===== config.mk =====
export PLATFORM = sky130hd
export DESIGN_NAME = uri_percent_decoder
export DESIGN_NICKNAME = d
export VERILOG_FILES = /design/src/hdl/upd_pkg.sv /design/src/hdl/uri_percent_decoder.sv
export SDC_FILE = /design/constraint.sdc
export NUM_CORES = 1
export LEC_CHECK = 0
export BUFFER_PORTS_ARGS = -buffer_cell sky130_fd_sc_hd__buf_2
export CAP_MARGIN = 20
export CORE_UTILIZATION = 50
export DETAILED_ROUTE_END_ITERATION = 12
export GPL_TIMING_DRIVEN = 0
export PLACE_DENSITY_LB_ADDON = 0.3
export SYNTH_ARGS = -nofsm -noshare
export SYNTH_HDL_FRONTEND = slang
export SYNTH_SLANG_ARGS = --single-unit

===== constraint.sdc =====
create_clock -name clk -period 6.71 [get_ports clk]
set_clock_uncertainty 0.15 [all_clocks]
set_input_delay 0.3355 -clock clk [delete_from_list [all_inputs] [get_ports clk]]
set_output_delay 0.3355 -clock clk [all_outputs]
set_load 0.005 [all_outputs]

===== src/hdl/upd_pkg.sv =====
// Shared types and character constants for the URI percent decoder.
// No dependencies.
package upd_pkg;

  localparam int MAX_RESULTS = 3;
  localparam int CNT_W       = $clog2(MAX_RESULTS + 1);

  localparam logic [7:0] PCT_CHAR = 8'h25;
  localparam logic [7:0] DIG_0    = 8'h30;
  localparam logic [7:0] DIG_9    = 8'h39;
  localparam logic [7:0] HEX_A    = 8'h41;
  localparam logic [7:0] HEX_F    = 8'h46;

  typedef enum logic [1:0] {
    PH_IDLE  = 2'd0,
    PH_PCT   = 2'd1,
    PH_DIGIT = 2'd2
  } phase_t;

  typedef struct packed {
    logic [7:0] data;
    logic       last;
  } res_t;

endpackage


===== src/hdl/uri_percent_decoder.sv =====
// URI percent decoder: escape scan logic and a three-slot result buffer.
// Depends on upd_pkg.
//
// Decodes "%XY" (X, Y upper-case hex digits) into one byte; a broken or
// unfinished escape is passed on unchanged and the breaking byte is scanned
// again as a fresh byte; s_tlast flushes held bytes and ends the string.
// An item that yields zero or one result is taken every cycle while m_tready is
// high, and its result shows on m_tvalid in the cycle after. An item that yields
// two or three results fills the three-slot output buffer, which drains one
// result per cycle while m_tready is high; s_tready stays low until the last leaves.
module uri_percent_decoder
  import upd_pkg::*;
(
  input  logic       clk,
  input  logic       rst,
  input  logic       s_tvalid,
  output logic       s_tready,
  input  logic [7:0] s_tdata,   // [7:0] in_byte
  input  logic       s_tlast,   // in_last
  output logic       m_tvalid,
  input  logic       m_tready,
  output logic [7:0] m_tdata,   // [7:0] out_byte
  output logic       m_tlast    // out_last
);

  phase_t           phase, phase_next;
  logic [7:0]       held, held_next;
  logic [CNT_W-1:0] cnt;
  res_t             slot [MAX_RESULTS];

  res_t             res [MAX_RESULTS];
  logic [CNT_W-1:0] res_n;
  logic             do_fresh;
  logic             fresh_emit;
  res_t             fresh_res;
  phase_t           fresh_phase;
  logic             is_hex;
  logic             pop, load;

  function automatic logic [3:0] hex_value(input logic [7:0] c);
    if (c <= DIG_9) begin
      return 4'(c - DIG_0);
    end
    return 4'(c - HEX_A + 8'd10);
  endfunction

  assign is_hex = ((s_tdata >= DIG_0) && (s_tdata <= DIG_9)) ||
                  ((s_tdata >= HEX_A) && (s_tdata <= HEX_F));

  // fresh scan of the current byte
  assign fresh_emit     = (s_tdata != PCT_CHAR) || s_tlast;
  assign fresh_res.data = s_tdata;
  assign fresh_res.last = s_tlast;
  assign fresh_phase    = ((s_tdata == PCT_CHAR) && !s_tlast) ? PH_PCT : PH_IDLE;

  always_comb begin
    for (int i = 0; i < MAX_RESULTS; i++) begin
      res[i] = '0;
    end
    res_n      = '0;
    phase_next = phase;
    held_next  = held;
    do_fresh   = 1'b0;
    case (phase)
      PH_PCT: begin
        if (is_hex) begin
          held_next = s_tdata;
          if (s_tlast) begin
            res[0]     = '{data: PCT_CHAR, last: 1'b0};
            res[1]     = '{data: s_tdata, last: 1'b1};
            res_n      = CNT_W'(2);
            phase_next = PH_IDLE;
          end else begin
            phase_next = PH_DIGIT;
          end
        end else begin
          res[0]   = '{data: PCT_CHAR, last: 1'b0};
          res_n    = CNT_W'(1);
          do_fresh = 1'b1;
        end
      end
      PH_DIGIT: begin
        if (is_hex) begin
          res[0]     = '{data: {hex_value(held), hex_value(s_tdata)}, last: s_tlast};
          res_n      = CNT_W'(1);
          phase_next = PH_IDLE;
        end else begin
          res[0]   = '{data: PCT_CHAR, last: 1'b0};
          res[1]   = '{data: held, last: 1'b0};
          res_n    = CNT_W'(2);
          do_fresh = 1'b1;
        end
      end
      default: begin
        do_fresh = 1'b1;
      end
    endcase
    if (do_fresh) begin
      phase_next = fresh_phase;
      if (fresh_emit) begin
        case (res_n)
          CNT_W'(0): res[0] = fresh_res;
          CNT_W'(1): res[1] = fresh_res;
          default:   res[2] = fresh_res;
        endcase
        res_n = CNT_W'(res_n + 1'b1);
      end
    end
  end

  assign m_tvalid = (cnt != '0);
  assign m_tdata  = slot[0].data;
  assign m_tlast  = slot[0].last;
  assign pop      = m_tvalid && m_tready;
  // take a request when the buffer is empty or its last result leaves now
  assign s_tready = (cnt == '0) || ((cnt == CNT_W'(1)) && m_tready);
  assign load     = s_tvalid && s_tready;

  always_ff @(posedge clk) begin
    if (rst) begin
      phase <= PH_IDLE;
      held  <= '0;
      cnt   <= '0;
    end else begin
      if (load) begin
        phase <= phase_next;
        held  <= held_next;
        cnt   <= res_n;
      end else if (pop) begin
        cnt <= CNT_W'(cnt - 1'b1);
      end
    end
  end

  always_ff @(posedge clk) begin
    if (load) begin
      for (int i = 0; i < MAX_RESULTS; i++) begin
        slot[i] <= res[i];
      end
    end else if (pop) begin
      // advance the queue toward the output slot
      for (int i = 0; i < MAX_RESULTS - 1; i++) begin
        slot[i] <= slot[i+1];
      end
    end
  end

endmodule


==> metrics.txt <==
H-tree depth reported by CTS=2; Hold Vio Cnt, Final=0; syn avg cell area=9.79 um2; vias in the first global route=1,819; Slew headroom=36.0%; period utilisation layout=50.8%; highest metal used=met4; syn nets=272; Synth async-reset ratio=0%; Mapped Area=2410 um2; Max clock buf depth=2; # port buffers=20; WL/cell=16.1 um; worst slew pin tran=0.958 ns; setup TNS=0 ns; Leak=1.12 nW; nets@finish=299; initial antenna violation count=0; worst skew pair latency=0.29 ns; global route overflow=0; root buf cell=clkbuf_8; Netlist cell types=49; met3 routed WL=277 um; I/O pin count=24; Starting Density=53.4%; pin count of the biggest net entering global routing=19; CORE AREA=4500 um2; DR pass1 iterations=5; fraction of synthesized area in multiplexers=4.63%; Worst Hold Class=input port to flop; final WL=5240 um; sequential-to-total area share from yosys stat=43.7%; Peak Freq=293 MHz; RSZ-0062 raised after global routing=false; Area Growth Syn to Fin=10.4%; GPL Wtd Cong=0.866; Post-synth EDFFs=27; # setup viols final=0; # resized after CTS=0; status=complete, no violations; max cap viols=0; ys flop type=edfxtp_1; CP Capture Type=flop; TritonCTS Buffers=5; Startpoint Class=input port; Via Count=1,904; num rows=24; Seq cells post-synth=39; GRT Util Overall=22.7%; metal2 WL=2470 um; die width=71.4 um; critical-path maximum fanout=10; Power per Cell Area=298 nW/um2; DPL Wire Length=3850 um; Post-Synth Simple-Gate Area=19.5%; post-synthesis xor/xnor area fraction=1.46%; diode count=0; CTS Sinks=39; CTS tree=yes; DRC=0; Worst Path Required=6.73 ns; final core area utilization=59.0%; crit path time final=3.41 ns; Clock transition at path regs=0.07 ns; via/cell ratio=5.84; M1 wire length=2420 um; Starting DRT DRC Count=176; Setup CP Type=input port to flop; Hold Buf Count CTS=0; height of the die=71.4 um; Antenna Nets Post-Route=0; setup bufs post-CTS=0; first-pass GRT wire length=8840 um; post-synthesis adder-cell area fraction=6.76%; Post-Syn Instances=246; synth warn=0; WP data arrival=3.43 ns; largest family of logic cells by synthesized area=simple AND/OR/NAND/NOR gates; compound-cell area share of the yosys netlist=16.6%; DIE AREA=5100 um2; final count of pins violating max slew=0; Worst VDD drop=0.148 mV; layout cells sized above 1=16.8%
state kept, by name, indices dropped and copies added (netlist names):
register  count
slot         27
cnt           2
phase         2
held          8
kinds of logic (layout without fill, tap and decap cells):
logic type	after synthesis	after routing
compound gates	54	54
xor+xnor	4	4
fa+ha+maj	13	13
buf+inv	34	62
flops	39	39
mux	11	11
simple gates	91	91
critical path, cell delays in order:
cell and delay (ns):
buf_2 0.16, inv_1 0.11, ha_1 0.23, o21bai_1 0.16, a2111oi_4 0.48, nor2_2 0.08
buf_2 0.19, o21ai_0 0.17, nand2b_1 0.10, ha_1 0.27, a2111oi_2 0.62, and2_1 0.27
a22o_1 0.16, a21o_1 0.09
cell usage after synthesis, drive strengths merged (2+ instances only):
cell | count | area (um2)
a211o | 3 | 26.3
ha | 13 | 163
and3 | 7 | 43.8
nor2b | 2 | 12.5
a2111oi | 2 | 42.5
nor3b | 3 | 22.5
o31ai | 3 | 22.5
a21oi | 14 | 70.1
xnor2 | 2 | 17.5
nand2b | 2 | 12.5
a221o | 3 | 30.0
nor2 | 28 | 108
inv | 15 | 56.3
a221oi | 3 | 26.3
dfxtp | 12 | 240
edfxtp | 27 | 811
a21o | 2 | 15.0
buf | 11 | 87.6
clkbuf | 8 | 33.8
o21ai | 6 | 30.0
nor4 | 3 | 33.8
and2 | 12 | 75.1
a211oi | 3 | 22.5
o21bai | 3 | 26.3
nand3 | 7 | 35.0
o211ai | 5 | 37.5
nand2 | 21 | 78.8
o22ai | 3 | 18.8
xor2 | 2 | 17.5
mux2i | 10 | 100
where the power goes:
group / total [mW] / internal (mW) / switching [mW]
sequential: 0.377 / 0.356 / 0.0213
combinational: 0.257 / 0.104 / 0.153
clock: 0.156 / 0.0726 / 0.0838
total: 0.791 / 0.533 / 0.258
area by class of cell:
cell class	count	area, um2
Sequential cell	39	1050
Clock inverter	2	12.5
Tap cell	52	65.1
Multi-Input combinational cell	173	1180
Clock buffer	6	72.6
Timing Repair Buffer	20	100
Buffer	19	121
Inverter	15	56.3
Fill cell	401	1850
cells in the final DEF, fill, tap and decap left out, drive strengths merged, types with 3 or more instances in the layout:
cell type / n
o31ai: 3
a221oi: 3
o22ai: 3
nand2: 21
inv: 15
a221o: 3
and3: 7
nor2: 28
clkbuf: 14
o21ai: 6
ha: 13
edfxtp: 27
buf: 31
and2: 12
a211oi: 3
o21bai: 3
nor3b: 3
nor4: 3
nand3: 7
a211o: 3
o211ai: 5
dfxtp: 12
mux2i: 10
a21oi: 14
through the flow:
step           worst slack, ns  instances  instance area [um2]  hold WS, ns  total power, mW
4_1_cts                   3.36        326                 2660        0.127            0.795
3_5_place_dp              3.06        318                 2570        0.352            0.640
2_1_floorplan             3.48        246                 2410        0.264            0.554
3_3_place_gp              3.10        318                 2570        0.338            0.630
5_1_grt                   3.01        326                 2660        0.139            0.840
6_report                  3.30        326                 2660        0.126            0.791
worst paths after layout:
path,startpoint,endpoint,slack (ns),depth (start not counted)
worst max register to register,phase[0],slot[0][10],3.80,10
worst min register to register,slot[1][0],slot[0][9],0.37,2
worst max-delay path,s_tdata[1],slot[0][10],3.30,14
worst min-delay path,rst,cnt[1],0.13,2
per-layer routing:
layer	global-route usage [%]	vias up
met1	31.0	906
met5	0	-
met3	4.36	6
met4	8.44	0
met2	36.1	64
li1	-	928
(Power assumes the default switching activity.)
